File: config.mk
export PLATFORM = sky130hd
export DESIGN_NAME = yuyv_to_rgb_converter_unit_flat
export DESIGN_NICKNAME = d
export VERILOG_FILES = /design/src/hw/rtl/yuv2rgb_pkg.sv /design/src/hw/rtl/yuv2rgb_ifs.sv /design/src/hw/rtl/yuyv_to_rgb_converter_unit.sv /design/src/flat_wrapper.sv
export SDC_FILE = /design/constraint.sdc
export NUM_CORES = 2
export LEC_CHECK = 0
export BUFFER_PORTS_ARGS = -buffer_cell sky130_fd_sc_hd__buf_2
export CAP_MARGIN = 20
export CORE_ASPECT_RATIO = 0.75
export CORE_UTILIZATION = 59
export CTS_CLUSTER_SIZE = 14
export DETAILED_ROUTE_END_ITERATION = 10
export GPL_ROUTABILITY_DRIVEN = 1
export GPL_TIMING_DRIVEN = 0
export HOLD_SLACK_MARGIN = 0.1
export PLACE_DENSITY = 0.72
export SETUP_SLACK_MARGIN = 0.15
export SYNTH_ARGS = -nofsm -noshare
export SYNTH_HDL_FRONTEND = slang
export SYNTH_SLANG_ARGS = --single-unit
File: constraint.sdc
create_clock -name i_clk -period 26.8 [get_ports i_clk]
set_input_delay 2.68 -clock i_clk [delete_from_list [all_inputs] [get_ports i_clk]]
set_output_delay 2.68 -clock i_clk [all_outputs]
set_load 0.02 [all_outputs]
File: src/hw/rtl/yuv2rgb_pkg.sv
package yuv2rgb_pkg;

    localparam int K_PIXELS   = 2;
    localparam int K_CHANNELS = 3 * K_PIXELS;
    localparam int K_SUM_W    = 21;
    localparam int K_PROD_W   = 31;

    localparam logic signed [8:0] K_LUMA_OFS   = 9'sd16;
    localparam logic signed [8:0] K_CHROMA_OFS = 9'sd128;

    localparam logic signed [K_SUM_W-1:0] K_COEF_Y  = 21'sd1164;
    localparam logic signed [K_SUM_W-1:0] K_COEF_RV = 21'sd1596;
    localparam logic signed [K_SUM_W-1:0] K_COEF_GU = 21'sd391;
    localparam logic signed [K_SUM_W-1:0] K_COEF_GV = 21'sd813;
    localparam logic signed [K_SUM_W-1:0] K_COEF_BU = 21'sd2018;

    localparam int K_SCALE    = 1000;
    localparam int K_CHAN_MAX = 255;
    localparam logic signed [K_SUM_W-1:0] K_SAT_LIMIT = K_SUM_W'((K_CHAN_MAX + 1) * K_SCALE);

    // Division by 1000 is a shift by three and then a multiply by the
    // reciprocal of 125, which is exact for every quotient below 256.
    localparam int K_RECIP_SHIFT = 22;
    localparam logic [15:0] K_RECIP = 16'((2 ** K_RECIP_SHIFT + 124) / 125);

    localparam int K_CH_R = 0;
    localparam int K_CH_G = 1;
    localparam int K_CH_B = 2;

    typedef struct packed {
        logic [7:0] luma_first;
        logic [7:0] chroma_blue;
        logic [7:0] luma_second;
        logic [7:0] chroma_red;
        logic       frame_end;
    } t_yuyv_group;

    typedef struct packed {
        logic [7:0] red_first;
        logic [7:0] green_first;
        logic [7:0] blue_first;
        logic [7:0] red_second;
        logic [7:0] green_second;
        logic [7:0] blue_second;
        logic       frame_end_out;
    } t_rgb_pair;

endpackage

File: src/hw/rtl/yuv2rgb_ifs.sv
interface yuv2rgb_in_if;
    import yuv2rgb_pkg::*;

    logic        valid;
    logic        ready;
    t_yuyv_group data;

    modport source (output valid, output data, input ready);
    modport sink (input valid, input data, output ready);
endinterface

interface yuv2rgb_out_if;
    import yuv2rgb_pkg::*;

    logic      valid;
    logic      ready;
    t_rgb_pair data;

    modport source (output valid, output data, input ready);
    modport sink (input valid, input data, output ready);
endinterface

File: src/hw/rtl/yuyv_to_rgb_converter_unit.sv
// Converts one YUYV group per transfer into two BT.601 RGB pixels that share
// its chroma, with the end-of-frame mark carried alongside. The pipeline has
// four register stages (products, sums, reciprocal multiply with range
// check, clamp into the output register), and a new group is taken in
// every cycle while the output side keeps taking results. When the output
// stalls the whole pipeline holds and input ready drops.
module yuyv_to_rgb_converter_unit (
    input  logic           i_clk,
    input  logic           i_rst_n,
    yuv2rgb_in_if.sink     i_yuyv,
    yuv2rgb_out_if.source  o_rgb
);
    import yuv2rgb_pkg::*;

    logic w_adv;

    logic                      r1_v, r2_v, r3_v, r4_v;
    logic                      r1_fe, r2_fe, r3_fe;
    logic signed [K_SUM_W-1:0] r1_yt [K_PIXELS];
    logic signed [K_SUM_W-1:0] r1_rv, r1_gu, r1_gv, r1_bu;
    logic signed [K_SUM_W-1:0] r2_sum [K_CHANNELS];
    logic [K_PROD_W-1:0]       r3_prod [K_CHANNELS];
    logic                      r3_low [K_CHANNELS];
    logic                      r3_high [K_CHANNELS];
    t_rgb_pair                 r4_data;

    logic signed [8:0]         n1_yoff [K_PIXELS];
    logic signed [8:0]         n1_uoff, n1_voff;
    logic signed [K_SUM_W-1:0] n1_yt [K_PIXELS];
    logic signed [K_SUM_W-1:0] n2_sum [K_CHANNELS];
    logic [K_PROD_W-1:0]       n3_prod [K_CHANNELS];
    logic                      n3_low [K_CHANNELS];
    logic                      n3_high [K_CHANNELS];
    logic [7:0]                n4_chan [K_CHANNELS];

    assign w_adv        = !r4_v || o_rgb.ready;
    assign i_yuyv.ready = w_adv;
    assign o_rgb.valid  = r4_v;
    assign o_rgb.data   = r4_data;

    always_comb begin
        n1_yoff[0] = $signed({1'b0, i_yuyv.data.luma_first}) - K_LUMA_OFS;
        n1_yoff[1] = $signed({1'b0, i_yuyv.data.luma_second}) - K_LUMA_OFS;
        n1_uoff    = $signed({1'b0, i_yuyv.data.chroma_blue}) - K_CHROMA_OFS;
        n1_voff    = $signed({1'b0, i_yuyv.data.chroma_red}) - K_CHROMA_OFS;
        for (int p = 0; p < K_PIXELS; p++) begin
            n1_yt[p] = K_SUM_W'(n1_yoff[p]) * K_COEF_Y;
        end
    end

    always_comb begin
        for (int p = 0; p < K_PIXELS; p++) begin
            n2_sum[3 * p + K_CH_R] = r1_yt[p] + r1_rv;
            n2_sum[3 * p + K_CH_G] = r1_yt[p] - r1_gu - r1_gv;
            n2_sum[3 * p + K_CH_B] = r1_yt[p] + r1_bu;
        end
    end

    always_comb begin
        for (int c = 0; c < K_CHANNELS; c++) begin
            n3_low[c]  = r2_sum[c][K_SUM_W-1];
            n3_high[c] = !r2_sum[c][K_SUM_W-1] && (r2_sum[c] >= K_SAT_LIMIT);
            n3_prod[c] = K_PROD_W'(r2_sum[c][17:3]) * K_PROD_W'(K_RECIP);
        end
    end

    always_comb begin
        for (int c = 0; c < K_CHANNELS; c++) begin
            if (r3_low[c]) begin
                n4_chan[c] = 8'd0;
            end else if (r3_high[c]) begin
                n4_chan[c] = 8'(K_CHAN_MAX);
            end else begin
                n4_chan[c] = r3_prod[c][K_RECIP_SHIFT +: 8];
            end
        end
    end

    always_ff @(posedge i_clk) begin
        if (!i_rst_n) begin
            r1_v <= 1'b0;
            r2_v <= 1'b0;
            r3_v <= 1'b0;
            r4_v <= 1'b0;
        end else if (w_adv) begin
            r1_v <= i_yuyv.valid;
            r2_v <= r1_v;
            r3_v <= r2_v;
            r4_v <= r3_v;
        end
    end

    always_ff @(posedge i_clk) begin
        if (w_adv) begin
            r1_yt  <= n1_yt;
            r1_rv  <= K_SUM_W'(n1_voff) * K_COEF_RV;
            r1_gu  <= K_SUM_W'(n1_uoff) * K_COEF_GU;
            r1_gv  <= K_SUM_W'(n1_voff) * K_COEF_GV;
            r1_bu  <= K_SUM_W'(n1_uoff) * K_COEF_BU;
            r1_fe  <= i_yuyv.data.frame_end;
            r2_sum <= n2_sum;
            r2_fe  <= r1_fe;
            r3_prod <= n3_prod;
            r3_low  <= n3_low;
            r3_high <= n3_high;
            r3_fe   <= r2_fe;
            r4_data.red_first     <= n4_chan[K_CH_R];
            r4_data.green_first   <= n4_chan[K_CH_G];
            r4_data.blue_first    <= n4_chan[K_CH_B];
            r4_data.red_second    <= n4_chan[3 + K_CH_R];
            r4_data.green_second  <= n4_chan[3 + K_CH_G];
            r4_data.blue_second   <= n4_chan[3 + K_CH_B];
            r4_data.frame_end_out <= r3_fe;
        end
    end

endmodule

File: src/flat_wrapper.sv
// flat-port wrapper written by rule: the top's interface ports become plain ports
module yuyv_to_rgb_converter_unit_flat import yuv2rgb_pkg::*;
  (i_clk, i_rst_n, i_yuyv_valid, i_yuyv_data, i_yuyv_ready, o_rgb_valid, o_rgb_data, o_rgb_ready);
  yuv2rgb_in_if i_yuyv_i ();
  yuv2rgb_out_if o_rgb_i ();
  input  logic i_clk;
  input  logic i_rst_n;
  input wire logic [$bits(i_yuyv_i.valid)-1:0] i_yuyv_valid;
  input wire logic [$bits(i_yuyv_i.data)-1:0] i_yuyv_data;
  output wire logic [$bits(i_yuyv_i.ready)-1:0] i_yuyv_ready;
  output wire logic [$bits(o_rgb_i.valid)-1:0] o_rgb_valid;
  output wire logic [$bits(o_rgb_i.data)-1:0] o_rgb_data;
  input wire logic [$bits(o_rgb_i.ready)-1:0] o_rgb_ready;
  assign i_yuyv_i.valid = i_yuyv_valid;
  assign i_yuyv_i.data = i_yuyv_data;
  assign i_yuyv_ready = i_yuyv_i.ready;
  assign o_rgb_valid = o_rgb_i.valid;
  assign o_rgb_data = o_rgb_i.data;
  assign o_rgb_i.ready = o_rgb_ready;
  yuyv_to_rgb_converter_unit u_core (.i_clk(i_clk), .i_rst_n(i_rst_n), .i_yuyv(i_yuyv_i), .o_rgb(o_rgb_i));
endmodule
==> impl_metrics.tcl <==
set metrics [dict create \
    outcome "complete, no violations" \
    grt_use_total_pct 25.6 \
    crit_slowest_cell "o41ai_1" \
    die_h_um 233 \
    syn_to_final_growth_pct 7.25 \
    cts_hold_buffers 0 \
    worstSetupStartpointType "input port" \
    postRouteAntennaNets 0 \
    io_buffers 87 \
    hold_violations 0 \
    max_slew_margin_pct 38.2 \
    cp.required_ps 27150 \
    dieArea_um2 72500 \
    period_needed_ps 7370 \
    setup_violations 0 \
    wire_per_inst_um 18.0 \
    regToRegStartpoint "u_core.r2_sum[100]$_DFFE_PP_" \
    rsz0062_at_grt "no" \
    cts_resized 0 \
    grt_antenna_before_repair 2 \
    h-tree-depth 2 \
    slew_violations 0 \
    cts_tree "done" \
    crit_path_max_incr_delay_ps 770 \
    drc 0 \
    dp_hpwl_um 75800 \
    post-place-ws_ps 18940 \
    period_share_pct 27.5 \
    synth_edf_count 340 \
    worstMarginPinSlew_ps 927 \
    yosys_warnings 0 \
    die_x_um 311 \
    drv_cap 0 \
    ys_ff_latch 344 \
    cp.arrival_ps 7720 \
    path_cells "buf_2, inv_1, ha_1, inv_1, ha_1, inv_1, fa_1, inv_1, fa_1, fa_1, ha_1, inv_1, o21bai_1, a2111oi_1, o41ai_1, a21o_1, a21oi_1, xnor2_1" \
    hold_start "u_core.r1_fe$_DFFE_PP_" \
    min-delay-path-class "reg -> reg" \
    clk_pin_slew_ps 60 \
    vias 27800 \
    yosys_most_used_dff "edfxtp_1" \
    avgSynthCellArea_um2 10.8 \
    synthDistinctLibCells 83 \
    layout.nets 5522 \
    cts_setup_buffers 0 \
    drive_gt1_share_pct 4.86 \
    gr-total-overflow 0 \
    worst_slack_ps 19430 \
    path_max_fanout 13 \
    synth_nets 5391 \
    routed_wl_um 90400 \
    drt_first_pass_iters 5 \
    io_pins 88 \
    crit_start "i_yuyv_data[24]" \
    fmax_mhz 136 \
    setup_tns_ps 0 \
    synth_area_um2 42100 \
    end_kind "register" \
    ctsLongestPathBuffers 3 \
    cts-root-buf "clkbuf_16" \
    clkSinkCount 344 \
    synth_cells 3908 \
    worstSetupPathType "in -> reg" \
    grt_pass1_vias 27400 \
    grt_max_degree 122 \
    core_um2 70300 \
    viasPerCell 5.54 \
    crit_path_frequent_cell "inv_1" \
    skew_ps 19.2 \
    num_rows 84 \
    initial_core_util_pct 59.9 \
    whs_ps 432 \
    async_flop_share_pct 0 \
    grt_pass1_wl_um 145000 \
    clock_latency_ps 570 \
    drt_iter0_drc 1811 \
    synth-seq-area-share_pct 24.4 \
    cts_buffers 40 \
    gp_congestion 0.937 \
]
kinds of logic after synthesis:
| kind of cell | count (synthesis) | synth area share (%) |
|---|---|---|
| and+or+nand+nor | 625 | 7.08 |
| AOI/OAI and AO/OA | 510 | 8.30 |
| DFF | 344 | 24.4 |
| muxes | 8 | 0.190 |
| buffers and inverters | 772 | 6.88 |
| xor gates and xnor gates | 203 | 4.22 |
| adders and majority gates | 1446 | 48.9 |
worst paths after layout:
kind / end / slack, ps / depth (start not counted)
max: u_core.r1_gu[19]$_DFFE_PP_ / 19430 / 18
min: u_core.r2_fe$_DFFE_PP_ / 430 / 0
max reg2reg: u_core.r3_prod[153]$_DFFE_PP_ / 21190 / 19
min reg2reg: u_core.r2_fe$_DFFE_PP_ / 430 / 0
synthesized netlist by cell type (all sizes together), types with 29 or more instances:
library cell,count,area share (%)
nor3,66,0.80
xor2,68,1.4
nor2b,34,0.50
fa,333,16
nand3,57,0.68
xnor2,135,2.8
inv,753,6.7
edfxtp,340,24
a21o,71,1.3
a21oi,144,1.7
ha,1113,33
nand2,88,0.78
o21ai,82,0.99
nor2,246,2.2
o21a,29,0.52
critical path, delay by kind of cell:
family                     cells  cell delay [ps]
xor gates and xnor gates       1              320
AOI/OAI and AO/OA              5             1470
adders and majority gates      6             2340
buffers and inverters          6              910
cells in the final DEF, fill, tap and decap left out, types with 9 or more instances in the layout:
cell type	count
nand3_1	57
clkbuf_16	42
o21ai_0	68
or3_1	18
or2_2	15
a41o_1	11
a41oi_1	9
o2111ai_1	11
xnor2_1	135
xor2_1	68
nand2b_1	25
edfxtp_1	340
o21ai_1	12
nor2_1	245
a21oi_1	144
nand4_1	15
clkbuf_1	23
nand2_1	88
nor2b_1	34
buf_2	87
a211oi_1	11
inv_1	751
ha_1	1113
and3_1	17
a21o_1	71
o21bai_1	22
nor3_1	65
o211ai_1	11
a31oi_1	24
fa_1	333
o21a_1	29
nor4_1	10
stage by stage:
stage               std cells  instance area [um^2]  utilization [%]
global route             5018                 45200             64.2
finish                   5020                 45200             64.2
CTS                      5016                 45200             64.2
detailed placement       4943                 43800             62.3
floorplan                3908                 42100                -
global placement         4941                 43700             62.2
cell type report:
class / instances / area (um^2)
multi-input cells: 2792 / 28900
fillers: 5597 / 25100
flip-flops and latches: 344 / 10300
inverters: 753 / 2830
well taps: 946 / 1180
clock buffers: 46 / 1070
repair buffers: 89 / 490
clock inverters: 27 / 298
plain buffers: 19 / 71.3
diodes: 4 / 10.0
per-layer routing:
layer | vias up | wire length [um] | global-route usage (%)
li1 | 13800 | - | -
met1 | 13300 | 45000 | 38.0
met2 | 622 | 36800 | 37.4
met3 | 98 | 6660 | 5.95
met4 | 2 | 1910 | 6.31
met5 | - | 80 | 0.802
flip-flops by register name, summed over array words and instances, names as in the netlist:
signal / cells
u_core.o_rgb.data: 49
u_core.r1_fe: 1
u_core.r2_sum: 108
u_core.r3_high: 6
u_core.r3_low: 6
u_core.r2_fe: 1
u_core.r2_v: 1
u_core.r3_v: 1
u_core.r1_gv: 20
u_core.r1_v: 1
u_core.r1_rv: 18
u_core.o_rgb.valid: 1
u_core.r3_prod: 48
u_core.r1_gu: 19
u_core.r1_yt: 38
u_core.r1_bu: 19
u_core.n3_low: 6
u_core.r3_fe: 1
Power is left out: the tool's default activity adds up to more than one toggle a clock period on the data nets, which glitch-free logic cannot reach.
